`src/rtl/shs_pkg.sv`:
```
// Shared types, constants and functions for the SHA-256 stream hash block.
package shs_pkg;

   localparam int unsigned WORD_W = 32;
   localparam int unsigned NUM_ROUNDS = 64;
   localparam logic [7:0] PAD_MARKER = 8'h80;
   localparam logic [5:0] LAST_FILL = 6'd63;
   localparam logic [5:0] LAST_ROUND = 6'd63;
   localparam logic [2:0] LAST_WORD = 3'd7;
   localparam logic [63:0] BYTE_BITS = 64'd8;

   typedef logic [7:0][WORD_W-1:0] hash_words_type;

   localparam hash_words_type INITIAL_HASH = {
      32'h5be0cd19, 32'h1f83d9ab, 32'h9b05688c, 32'h510e527f,
      32'ha54ff53a, 32'h3c6ef372, 32'hbb67ae85, 32'h6a09e667
   };

   localparam logic [WORD_W-1:0] ROUND_K [NUM_ROUNDS] = '{
      32'h428a2f98, 32'h71374491, 32'hb5c0fbcf, 32'he9b5dba5,
      32'h3956c25b, 32'h59f111f1, 32'h923f82a4, 32'hab1c5ed5,
      32'hd807aa98, 32'h12835b01, 32'h243185be, 32'h550c7dc3,
      32'h72be5d74, 32'h80deb1fe, 32'h9bdc06a7, 32'hc19bf174,
      32'he49b69c1, 32'hefbe4786, 32'h0fc19dc6, 32'h240ca1cc,
      32'h2de92c6f, 32'h4a7484aa, 32'h5cb0a9dc, 32'h76f988da,
      32'h983e5152, 32'ha831c66d, 32'hb00327c8, 32'hbf597fc7,
      32'hc6e00bf3, 32'hd5a79147, 32'h06ca6351, 32'h14292967,
      32'h27b70a85, 32'h2e1b2138, 32'h4d2c6dfc, 32'h53380d13,
      32'h650a7354, 32'h766a0abb, 32'h81c2c92e, 32'h92722c85,
      32'ha2bfe8a1, 32'ha81a664b, 32'hc24b8b70, 32'hc76c51a3,
      32'hd192e819, 32'hd6990624, 32'hf40e3585, 32'h106aa070,
      32'h19a4c116, 32'h1e376c08, 32'h2748774c, 32'h34b0bcb5,
      32'h391c0cb3, 32'h4ed8aa4a, 32'h5b9cca4f, 32'h682e6ff3,
      32'h748f82ee, 32'h78a5636f, 32'h84c87814, 32'h8cc70208,
      32'h90befffa, 32'ha4506ceb, 32'hbef9a3f7, 32'hc67178f2
   };

   typedef enum logic [1:0] {
      CORE_IDLE,
      CORE_ROUND,
      CORE_ADD
   } core_state_type;

   typedef enum logic [1:0] {
      ST_IDLE,
      ST_COMPRESS,
      ST_PAD,
      ST_OUTPUT
   } top_state_type;

   typedef struct packed {
      logic       shift;
      logic [7:0] data;
      logic       start;
      logic       init;
   } core_ctrl_type;

   typedef struct packed {
      logic idle;
      logic done;
   } core_stat_type;

   function automatic logic [WORD_W-1:0] rotr(input logic [WORD_W-1:0] x,
                                              input int unsigned n);
      return (x >> n) | (x << (WORD_W - n));
   endfunction

   function automatic logic [WORD_W-1:0] big_sigma0(input logic [WORD_W-1:0] x);
      return rotr(x, 2) ^ rotr(x, 13) ^ rotr(x, 22);
   endfunction

   function automatic logic [WORD_W-1:0] big_sigma1(input logic [WORD_W-1:0] x);
      return rotr(x, 6) ^ rotr(x, 11) ^ rotr(x, 25);
   endfunction

   function automatic logic [WORD_W-1:0] small_sigma0(input logic [WORD_W-1:0] x);
      return rotr(x, 7) ^ rotr(x, 18) ^ (x >> 3);
   endfunction

   function automatic logic [WORD_W-1:0] small_sigma1(input logic [WORD_W-1:0] x);
      return rotr(x, 17) ^ rotr(x, 19) ^ (x >> 10);
   endfunction

endpackage

```
`src/rtl/shs_core.sv`:
```
// SHA-256 compression unit: byte-loaded schedule window, one round per cycle.
module shs_core (
   input  logic                   clock,
   input  logic                   reset,
   input  shs_pkg::core_ctrl_type ctrl,
   output shs_pkg::core_stat_type stat,
   output shs_pkg::hash_words_type hash
);

   shs_pkg::core_state_type  state_ff, state_in;
   logic [5:0]               round_ff, round_in;
   shs_pkg::hash_words_type  hash_ff, hash_in;
   shs_pkg::hash_words_type  vars_ff, vars_in;
   logic [511:0]             win_ff, win_in;

   logic [31:0] w0, w1, w9, w14, w_new;
   logic [31:0] t1, t2;

   assign w0  = win_ff[511:480];
   assign w1  = win_ff[479:448];
   assign w9  = win_ff[223:192];
   assign w14 = win_ff[63:32];

   assign w_new = shs_pkg::small_sigma1(w14) + w9 + shs_pkg::small_sigma0(w1) + w0;

   assign t1 = vars_ff[7] + shs_pkg::big_sigma1(vars_ff[4])
             + ((vars_ff[4] & vars_ff[5]) ^ (~vars_ff[4] & vars_ff[6]))
             + shs_pkg::ROUND_K[round_ff] + w0;
   assign t2 = shs_pkg::big_sigma0(vars_ff[0])
             + ((vars_ff[0] & vars_ff[1]) ^ (vars_ff[0] & vars_ff[2])
               ^ (vars_ff[1] & vars_ff[2]));

   always_ff @(posedge clock) begin
      if (reset) begin
         state_ff <= shs_pkg::CORE_IDLE;
         round_ff <= '0;
         hash_ff  <= shs_pkg::INITIAL_HASH;
      end else begin
         state_ff <= state_in;
         round_ff <= round_in;
         hash_ff  <= hash_in;
      end
   end

   always_ff @(posedge clock) begin
      vars_ff <= vars_in;
      win_ff  <= win_in;
   end

   always_comb begin
      state_in = state_ff;
      round_in = round_ff;
      hash_in  = hash_ff;
      vars_in  = vars_ff;
      win_in   = win_ff;
      if (ctrl.shift) begin
         win_in = {win_ff[503:0], ctrl.data};
      end
      unique case (state_ff)
         shs_pkg::CORE_IDLE: begin
            if (ctrl.start) begin
               vars_in  = hash_ff;
               round_in = '0;
               state_in = shs_pkg::CORE_ROUND;
            end
         end
         shs_pkg::CORE_ROUND: begin
            vars_in[7] = vars_ff[6];
            vars_in[6] = vars_ff[5];
            vars_in[5] = vars_ff[4];
            vars_in[4] = vars_ff[3] + t1;
            vars_in[3] = vars_ff[2];
            vars_in[2] = vars_ff[1];
            vars_in[1] = vars_ff[0];
            vars_in[0] = t1 + t2;
            win_in     = {win_ff[479:0], w_new};
            round_in   = round_ff + 6'd1;
            if (round_ff == shs_pkg::LAST_ROUND) begin
               state_in = shs_pkg::CORE_ADD;
            end
         end
         shs_pkg::CORE_ADD: begin
            for (int k = 0; k < 8; k++) begin
               hash_in[k] = hash_ff[k] + vars_ff[k];
            end
            state_in = shs_pkg::CORE_IDLE;
         end
         default: begin
            state_in = shs_pkg::CORE_IDLE;
         end
      endcase
      if (ctrl.init) begin
         hash_in = shs_pkg::INITIAL_HASH;
      end
   end

   assign stat.idle = (state_ff == shs_pkg::CORE_IDLE);
   assign stat.done = (state_ff == shs_pkg::CORE_ADD);
   assign hash      = hash_ff;

endmodule

```
`src/rtl/sha256_stream_hash_top.sv`:
```
// Top level of the SHA-256 stream hash: request sequencer, padding and digest output.
//
// Usage: each request on req_ carries at most one message byte (req_has_byte) and
// may end the message (req_end_of_message). The digest comes out on rsp_ as eight
// 32-bit words, index 0 first, rsp_last_word on the eighth.
// Timing: a byte that neither completes a 64-byte block nor ends the message is
// taken and req_ready stays high. The byte that completes a block starts the
// compression unit: 64 rounds, one per cycle, plus the hash update, with
// req_ready low. An end-of-message request then shifts the padding in one byte
// per cycle, compresses one or two blocks and presents the eight digest words,
// one per cycle while rsp_ready is high.
// Only one request is in work at a time; req_ready is high only when idle.
// Reset: synchronous, active high; the hash returns to the initial values and the
// byte count and bit length clear. A stalled receiver holds the current digest
// word on rsp_ and the block waits; the hash resets to the initial values after
// the last word is taken.
module sha256_stream_hash_top (
   input  logic        clock,
   input  logic        reset,
   input  logic        req_valid,
   output logic        req_ready,
   input  logic [7:0]  req_data_byte,
   input  logic        req_has_byte,
   input  logic        req_end_of_message,
   output logic        rsp_valid,
   input  logic        rsp_ready,
   output logic [31:0] rsp_digest_word,
   output logic [2:0]  rsp_word_index,
   output logic        rsp_last_word
);

   shs_pkg::top_state_type  state_ff, state_in;
   logic [5:0]              fill_ff, fill_in;
   logic [63:0]             bitlen_ff, bitlen_in;
   logic                    eom_ff, eom_in;
   logic                    pad_ff, pad_in;
   logic                    marker_ff, marker_in;
   logic                    extra_ff, extra_in;
   logic [2:0]              word_ff, word_in;

   shs_pkg::core_ctrl_type  ctrl;
   shs_pkg::core_stat_type  stat;
   shs_pkg::hash_words_type hash;

   logic       req_fire, rsp_fire;
   logic [7:0] len_byte;

   shs_core u_core (
      .clock (clock),
      .reset (reset),
      .ctrl  (ctrl),
      .stat  (stat),
      .hash  (hash)
   );

   assign req_fire = req_valid && req_ready;
   assign rsp_fire = rsp_valid && rsp_ready;
   assign len_byte = bitlen_ff[{~fill_ff[2:0], 3'b000} +: 8];

   always_ff @(posedge clock) begin
      if (reset) begin
         state_ff  <= shs_pkg::ST_IDLE;
         fill_ff   <= '0;
         bitlen_ff <= '0;
         eom_ff    <= 1'b0;
         pad_ff    <= 1'b0;
         marker_ff <= 1'b0;
         extra_ff  <= 1'b0;
         word_ff   <= '0;
      end else begin
         state_ff  <= state_in;
         fill_ff   <= fill_in;
         bitlen_ff <= bitlen_in;
         eom_ff    <= eom_in;
         pad_ff    <= pad_in;
         marker_ff <= marker_in;
         extra_ff  <= extra_in;
         word_ff   <= word_in;
      end
   end

   always_comb begin
      state_in   = state_ff;
      fill_in    = fill_ff;
      bitlen_in  = bitlen_ff;
      eom_in     = eom_ff;
      pad_in     = pad_ff;
      marker_in  = marker_ff;
      extra_in   = extra_ff;
      word_in    = word_ff;
      ctrl.shift = 1'b0;
      ctrl.data  = req_data_byte;
      ctrl.start = 1'b0;
      ctrl.init  = 1'b0;
      unique case (state_ff)
         shs_pkg::ST_IDLE: begin
            if (req_fire) begin
               eom_in    = req_end_of_message;
               pad_in    = 1'b0;
               marker_in = 1'b0;
               extra_in  = 1'b0;
               if (req_has_byte) begin
                  ctrl.shift = 1'b1;
                  bitlen_in  = bitlen_ff + shs_pkg::BYTE_BITS;
                  fill_in    = fill_ff + 6'd1;
               end
               if (req_has_byte && fill_ff == shs_pkg::LAST_FILL) begin
                  ctrl.start = 1'b1;
                  state_in   = shs_pkg::ST_COMPRESS;
               end else if (req_end_of_message) begin
                  pad_in   = 1'b1;
                  state_in = shs_pkg::ST_PAD;
               end
            end
         end
         shs_pkg::ST_COMPRESS: begin
            if (stat.done) begin
               if (!pad_ff) begin
                  if (eom_ff) begin
                     pad_in   = 1'b1;
                     state_in = shs_pkg::ST_PAD;
                  end else begin
                     state_in = shs_pkg::ST_IDLE;
                  end
               end else if (extra_ff) begin
                  extra_in = 1'b0;
                  state_in = shs_pkg::ST_PAD;
               end else begin
                  word_in  = '0;
                  state_in = shs_pkg::ST_OUTPUT;
               end
            end
         end
         shs_pkg::ST_PAD: begin
            ctrl.shift = 1'b1;
            fill_in    = fill_ff + 6'd1;
            if (!marker_ff) begin
               ctrl.data = shs_pkg::PAD_MARKER;
               marker_in = 1'b1;
               extra_in  = (fill_ff[5:3] == 3'b111);
            end else if (fill_ff[5:3] == 3'b111 && !extra_ff) begin
               ctrl.data = len_byte;
            end else begin
               ctrl.data = 8'h00;
            end
            if (fill_ff == shs_pkg::LAST_FILL) begin
               ctrl.start = 1'b1;
               state_in   = shs_pkg::ST_COMPRESS;
            end
         end
         shs_pkg::ST_OUTPUT: begin
            if (rsp_fire) begin
               word_in = word_ff + 3'd1;
               if (word_ff == shs_pkg::LAST_WORD) begin
                  ctrl.init = 1'b1;
                  fill_in   = '0;
                  bitlen_in = '0;
                  eom_in    = 1'b0;
                  pad_in    = 1'b0;
                  marker_in = 1'b0;
                  extra_in  = 1'b0;
                  state_in  = shs_pkg::ST_IDLE;
               end
            end
         end
         default: begin
            state_in = shs_pkg::ST_IDLE;
         end
      endcase
   end

   assign req_ready       = (state_ff == shs_pkg::ST_IDLE);
   assign rsp_valid       = (state_ff == shs_pkg::ST_OUTPUT);
   assign rsp_digest_word = hash[word_ff];
   assign rsp_word_index  = word_ff;
   assign rsp_last_word   = (word_ff == shs_pkg::LAST_WORD);

   a_no_overlap: assert property (@(posedge clock) disable iff (reset)
      !(req_ready && rsp_valid))
      else $error("request and response sides active together");

   a_start_idle: assert property (@(posedge clock) disable iff (reset)
      ctrl.start |-> stat.idle)
      else $error("compression started while unit busy");

   a_last_to_idle: assert property (@(posedge clock) disable iff (reset)
      rsp_fire && rsp_last_word |=> req_ready && !rsp_valid)
      else $error("no return to idle after last digest word");

   a_out_fill_clear: assert property (@(posedge clock) disable iff (reset)
      rsp_valid |-> (fill_ff == 6'd0) && stat.idle)
      else $error("digest presented with block data pending");

endmodule
```
`config.mk`:
```
export PLATFORM = sky130hd
export DESIGN_NAME = sha256_stream_hash_top
export DESIGN_NICKNAME = d
export VERILOG_FILES = /design/src/rtl/shs_pkg.sv /design/src/rtl/shs_core.sv /design/src/rtl/sha256_stream_hash_top.sv
export SDC_FILE = /design/constraint.sdc
export NUM_CORES = 2
export LEC_CHECK = 0
export BUFFER_PORTS_ARGS = -buffer_cell sky130_fd_sc_hd__buf_2
export CORE_MARGIN = 3
export CORE_UTILIZATION = 70
export CTS_BUF_LIST = sky130_fd_sc_hd__clkbuf_16
export DETAILED_ROUTE_END_ITERATION = 7
export PLACE_DENSITY = 0.84
export SLEW_MARGIN = 20
export SYNTH_ARGS = -nofsm -noshare
export SYNTH_HDL_FRONTEND = slang
export SYNTH_SLANG_ARGS = --single-unit
```
`constraint.sdc`:
```
create_clock -name clock -period 25.5 [get_ports clock]
set_input_delay 3.825 -clock clock [delete_from_list [all_inputs] [get_ports clock]]
set_output_delay 3.825 -clock clock [all_outputs]
set_load 0.02 [all_outputs]
```
Word level (Yosys, flattened, before mapping). Memories as Yosys holds them, arrays and structs flattened. Index checks and enable logic that the tools add are counted.

Register bits after elaboration: 1111. Output and inout bits: 38. Memories: 1. Bits of input ports: 14. Memory bits (read-only): 2048. Logic and storage cells: 196.

Memories: (name not given) (words 64, bits a word 32, read ports 1, clocked after Yosys merged registers in 0, wr ports 0, RTL line shs_core.sv:28) `+ shs_pkg::ROUND_K[round_ff] + w0;`.

Bitwise gates (word level): 29. Add/sub/neg operators: 22. Shift operators: 1. Equality and inequality tests: 21. Muxes and demuxes: 69. Reduce and logical (&&, ||, !) cells: 24. $lt $le $gt $ge: 2.

Operators with widths (count): 2-to-1 mux 512 bit (2); adder 32 bit (18); one-hot mux 256 bit (2 select lines) (1); XOR 32 bit (9); 2-to-1 mux 256 bit (1); 2-to-1 mux 64 bit (4); AND 32 bit (5); one-hot mux 64 bit (2 select lines) (1); binary-select mux 32 bit (select 3 bit) (1); 2-to-1 mux 32 bit (3); adder 64 x 4 -> 64 bit, second input constant (1); indexed part select 64 x 7 -> 8 bit (1); NOT 32 bit (1); bitwise OR 10 x 32 -> 32 bit (1); bitwise OR 13 x 32 -> 32 bit (1); bitwise OR 14 x 32 -> 32 bit (1); bitwise OR 15 x 32 -> 32 bit (1); bitwise OR 19 x 32 -> 32 bit (1); bitwise OR 21 x 32 -> 32 bit (1); bitwise OR 25 x 32 -> 32 bit (1); bitwise OR 26 x 32 -> 32 bit (1); bitwise OR 30 x 32 -> 32 bit (1); bitwise OR 7 x 32 -> 32 bit (1); XOR 32 x 22 -> 32 bit (1); 37 further kinds (109).

Longest topological paths before layout.
Word-level depth: 9. Mapped depth: 40. Gate-level depth less buffers: 38.

Cells and area by module. Synthesis repeated with hierarchy kept, for this count alone.

Cells, all modules: 8562. Area total of the unflattened synthesis: 75498.7 sq um.

By module, submodules not included: shs_core (sequential area each 28347.2 sq um, cells each 7934, area an instance 69283.9 sq um, times used 1); sha256_stream_hash_top (sequential area each 1521.5 sq um, cells each 628, area an instance 6214.7 sq um, times used 1).

Worst setup path after synthesis. No wires, ideal clock.

Path type: input to register. From: input port req_valid. To: register u_core.win_ff[0], enable pin. Arrival time: 12256 ps. Cell stages on the path: 2. Required time: 21846 ps. Setup slack: 9590 ps. Path through: a31oi_1 nand2_1.

Longest elaborated chain between the ends: 4.

Ends and longest elaborated chain: from (decl) (RTL line sha256_stream_hash_top.sv:20) `input logic req_valid,`; logical AND 1 bit (RTL line sha256_stream_hash_top.sv:56) `assign req_fire = req_valid && req_ready;`; 2-to-1 mux 1 bit (RTL line sha256_stream_hash_top.sv:97) `if (req_fire) begin`; one-hot mux 1 bit (2 select lines) (RTL line sha256_stream_hash_top.sv:95) `unique case (state_ff)`; nonzero test 2 bit (no line); to (signal assigned) (RTL line shs_core.sv:47) `win_ff <= win_in;`; to (decl) (RTL line shs_core.sv:14) `logic [511:0] win_ff, win_in;`.

Every way passes these cells. A chain may end at the register's enable or synchronous reset.

==> results.sh <==
export IMPL_status="finished clean"
export IMPL_pwr_density_cell_nw_per_um2=141
export IMPL_path_clk_slew_ps=70
export IMPL_max_stage_delay_ps=840
export IMPL_ys_seq_elements=1108
export IMPL_cts_root_buffer="clkbuf_16"
export IMPL_holdPathStages=2
export IMPL_synth_area_per_cell_sq_um=8.83
export IMPL_initial_core_util=0.710
export IMPL_via_per_inst=6.55
export IMPL_drt_iter0_drc=9302
export IMPL_irDropWorstVdd_mv=0.271
export IMPL_synth_xor_area_share=0.0679
export IMPL_intPower_w=0.00603
export IMPL_vias=63900
export IMPL_regToRegStartpoint="u_core.round_ff[1]"
export IMPL_power_frac_comb=0.594
export IMPL_clockBufferDepth=3
export IMPL_maxSlewHeadroom=0.209
export IMPL_firstDrtPassIters=7
export IMPL_finalCritPeriodShare=0.412
export IMPL_core_area_sq_um=106000
export IMPL_cts_hold_buf=0
export IMPL_fin_cells=9745
export IMPL_layout_drive_gt1_share=0.0552
export IMPL_dieArea_sq_um=111000
export IMPL_cp_common_cell="fa_1"
export IMPL_max_freq_mhz=95.2
export IMPL_r2r_setup_slack_ps=15000
export IMPL_groute_usage_overall=0.405
export IMPL_syn_to_final_growth_pct=5.90
export IMPL_rows=119
export IMPL_yosysWarnings=0
export IMPL_worstHoldEndpoint="eom_ff"
export IMPL_final_nets=8862
export IMPL_cts_sink_count=1108
export IMPL_async_flop_share=0
export IMPL_crit_type="reg2reg"
export IMPL_synth_main_ff_cell="edfxtp_1"
export IMPL_p_switching_w=0.00523
export IMPL_clk_latency_ps=760
export IMPL_synth_edf_count=768
export IMPL_crit_required_ps=25990
export IMPL_final_common_cell="nand2_1"
export IMPL_cts_setup_buffers=0
export IMPL_cp_max_fo=27
export IMPL_drv_cap=0
export IMPL_grt_pass1_wl_microns=351000
export IMPL_min_path_type="reg2reg"
export IMPL_ios=52
export IMPL_skew_ps=57.7
export IMPL_rsz0062_at_grt="no"
export IMPL_power_frac_clock=0.149
export IMPL_mostFrequentLayoutCells="nand2_1 (2,609), edfxtp_1 (768), a21oi_1 (505)"
export IMPL_drt_total_wl_microns=230000
export IMPL_synthMuxAreaShare=0.0377
export IMPL_grt_max_degree=239
export IMPL_cp_data_arrival_time_ps=10990
export IMPL_synthSimpleGateAreaFrac=0.198
export IMPL_die_x_microns=334
export IMPL_setup_viol=0
export IMPL_hold_viol_final=0
export IMPL_synthCells=8527
export IMPL_critPathCaptureType="flip-flop"
export IMPL_maxSlewViolCount=0
export IMPL_ctsResizeCount=0
export IMPL_gp_congestion=1.04
export IMPL_antenna_left=0
export IMPL_slowest_stage="ha_1"
export IMPL_fill_cells=7500
export IMPL_total_leakage_power_nw=32.8
export IMPL_die_y_microns=334
export IMPL_cts_made_buffers=116
export IMPL_dpl_hpwl_microns=165000
export IMPL_hp_start="eom_ff"
export IMPL_diodes=0
export IMPL_syn_nets=9137
export IMPL_ys_seq_area_frac=0.397
export IMPL_stdcell_area_sq_um=79700
export IMPL_grt_ovfl_total=0
export IMPL_power_frac_seq=0.257
export IMPL_antenna_found_initial=3
export IMPL_cts_tree="built"
export IMPL_timing_rr_end="u_core.vars_ff[31]"
export IMPL_syn_area_sq_um=75300
export IMPL_synthAdderAreaFrac=0.122
export IMPL_worstMarginPinSlew_ps=1190
export IMPL_htreeDepth=3
export IMPL_drc=0
export IMPL_p_sw_frac=0.465
export IMPL_crit_path_start_kind="flip-flop"
export IMPL_port_buffers=51
export IMPL_yosysUniqueCellTypes=100
export IMPL_synth_top_family_by_area="simple AND/OR/NAND/NOR gates"
export IMPL_rr_worst_depth=31
export IMPL_place_area_sq_um=75900
export IMPL_routedWlPerCell_microns=23.6
export IMPL_dp_cells=9524
export IMPL_grt_pass1_vias=59500
export IMPL_tns_ps=0
export IMPL_finalCriticalPeriod_ps=10500
export IMPL_synth_compound_area_share=0.137
==> metrics by stage <==
| stage | setup slack, ps | hold WS (ps) | total power, W | util |
|---|---|---|---|---|
| 3_3_place_gp | 15570 | 464 | 0.00909 | 0.716 |
| 2_1_floorplan | 9590 | 450 | 0.00774 | - |
| 5_1_grt | 14660 | 518 | 0.0120 | 0.752 |
| 6_report | 15000 | 490 | 0.0113 | 0.752 |
| 3_5_place_dp | 15370 | 479 | 0.00927 | 0.716 |
| 4_1_cts | 15370 | 488 | 0.0110 | 0.751 |
==> power by group through the flow <==
stage                     Sequential, W  Clock (W)  Combinational [W]
after floorplan                 0.00292          0            0.00482
after global placement          0.00289          0            0.00620
after detailed placement        0.00290          0            0.00636
after CTS                       0.00287    0.00169            0.00646
after global routing            0.00292    0.00176            0.00727
final                           0.00290    0.00168            0.00669
==> how the worst max path moves through the flow <==
stage                             from                  to  slack [ps]  cells after the start
floorplan                    req_valid    u_core.win_ff[0]        9590                      2
global placement    u_core.round_ff[1]  u_core.vars_ff[31]       15570                     31
detailed placement  u_core.round_ff[1]  u_core.vars_ff[31]       15370                     31
CTS                 u_core.round_ff[1]  u_core.vars_ff[31]       15370                     31
global route        u_core.round_ff[1]  u_core.vars_ff[31]       14660                     31
finish              u_core.round_ff[1]  u_core.vars_ff[31]       15000                     31
==> registers in the layout, indices dropped and copies added, names as in the netlist <==
name             flops
pad_ff               1
extra_ff             1
bitlen_ff           61
u_core.vars_ff     256
state_ff             2
fill_ff              6
rsp_word_index       3
u_core.hash        256
u_core.state_ff      2
u_core.win_ff      512
u_core.round_ff      6
eom_ff               1
marker_ff            1
==> layer usage <==
metal / global-route usage / vias up / wire length, microns
li1: - / 28900 / -
met1: 0.576 / 30300 / 92100
met2: 0.576 / 3914 / 95100
met3: 0.122 / 683 / 30800
met4: 0.180 / 2 / 12100
met5: 0 / - / 13
==> cells in the mapped netlist, drive strengths merged (15+ instances only) <==
master / instances / share of area
a211o: 16 / 0.0019
a211oi: 64 / 0.0065
a21boi: 18 / 0.0018
a21o: 148 / 0.015
a21oi: 507 / 0.034
a311oi: 17 / 0.0021
a31oi: 63 / 0.0054
and2: 24 / 0.0021
and3: 46 / 0.0039
and4: 19 / 0.0022
buf: 48 / 0.0025
clkbuf: 451 / 0.022
dfxtp: 340 / 0.090
edfxtp: 768 / 0.31
fa: 195 / 0.052
ha: 401 / 0.067
inv: 306 / 0.015
maj3: 24 / 0.0032
mux2: 39 / 0.0058
mux2i: 53 / 0.0070
mux4: 83 / 0.025
nand2: 2611 / 0.13
nand2b: 70 / 0.0058
nand3: 155 / 0.010
nand3b: 15 / 0.0015
nand4: 42 / 0.0035
nor2: 347 / 0.017
nor2b: 46 / 0.0038
nor3: 98 / 0.0067
nor4: 21 / 0.0018
o211ai: 112 / 0.011
o21a: 69 / 0.0069
o21ai: 408 / 0.027
o21bai: 35 / 0.0035
o311ai: 25 / 0.0030
o31ai: 35 / 0.0036
or2: 16 / 0.0013
or3: 40 / 0.0035
xnor2: 381 / 0.044
xor2: 202 / 0.024
==> logic make-up after synthesis <==
family / after synthesis
XOR/XNOR: 583
buffers and inverters: 805
multiplexers: 175
adder cells (fa/ha/maj): 620
AO/OA/AOI/OAI: 1649
flip-flops: 1108
AND/OR/NAND/NOR: 3587
==> worst max-delay path, delay by kind of cell, from the launching register on <==
family | cells | cell delay [ps]
AOI/OAI and AO/OA | 15 | 4320
adders and majority gates | 8 | 3870
buffers and inverters | 3 | 700
and+or+nand+nor | 3 | 610
xor gates and xnor gates | 2 | 420
DFF | 1 | 310
==> area by class of cell <==
class / instances / area (sq um) / share of cell area
Clock inverter: 100 / 743 / 0.00933
Sequential cell: 1108 / 29900 / 0.375
Inverter: 306 / 1160 / 0.0145
Tap cell: 1391 / 1740 / 0.0218
Multi-Input combinational cell: 6614 / 42400 / 0.532
Clock buffer: 120 / 3000 / 0.0377
Timing Repair Buffer: 106 / 751 / 0.00942
No activity file was read; power rests on OpenSTA's default activity.
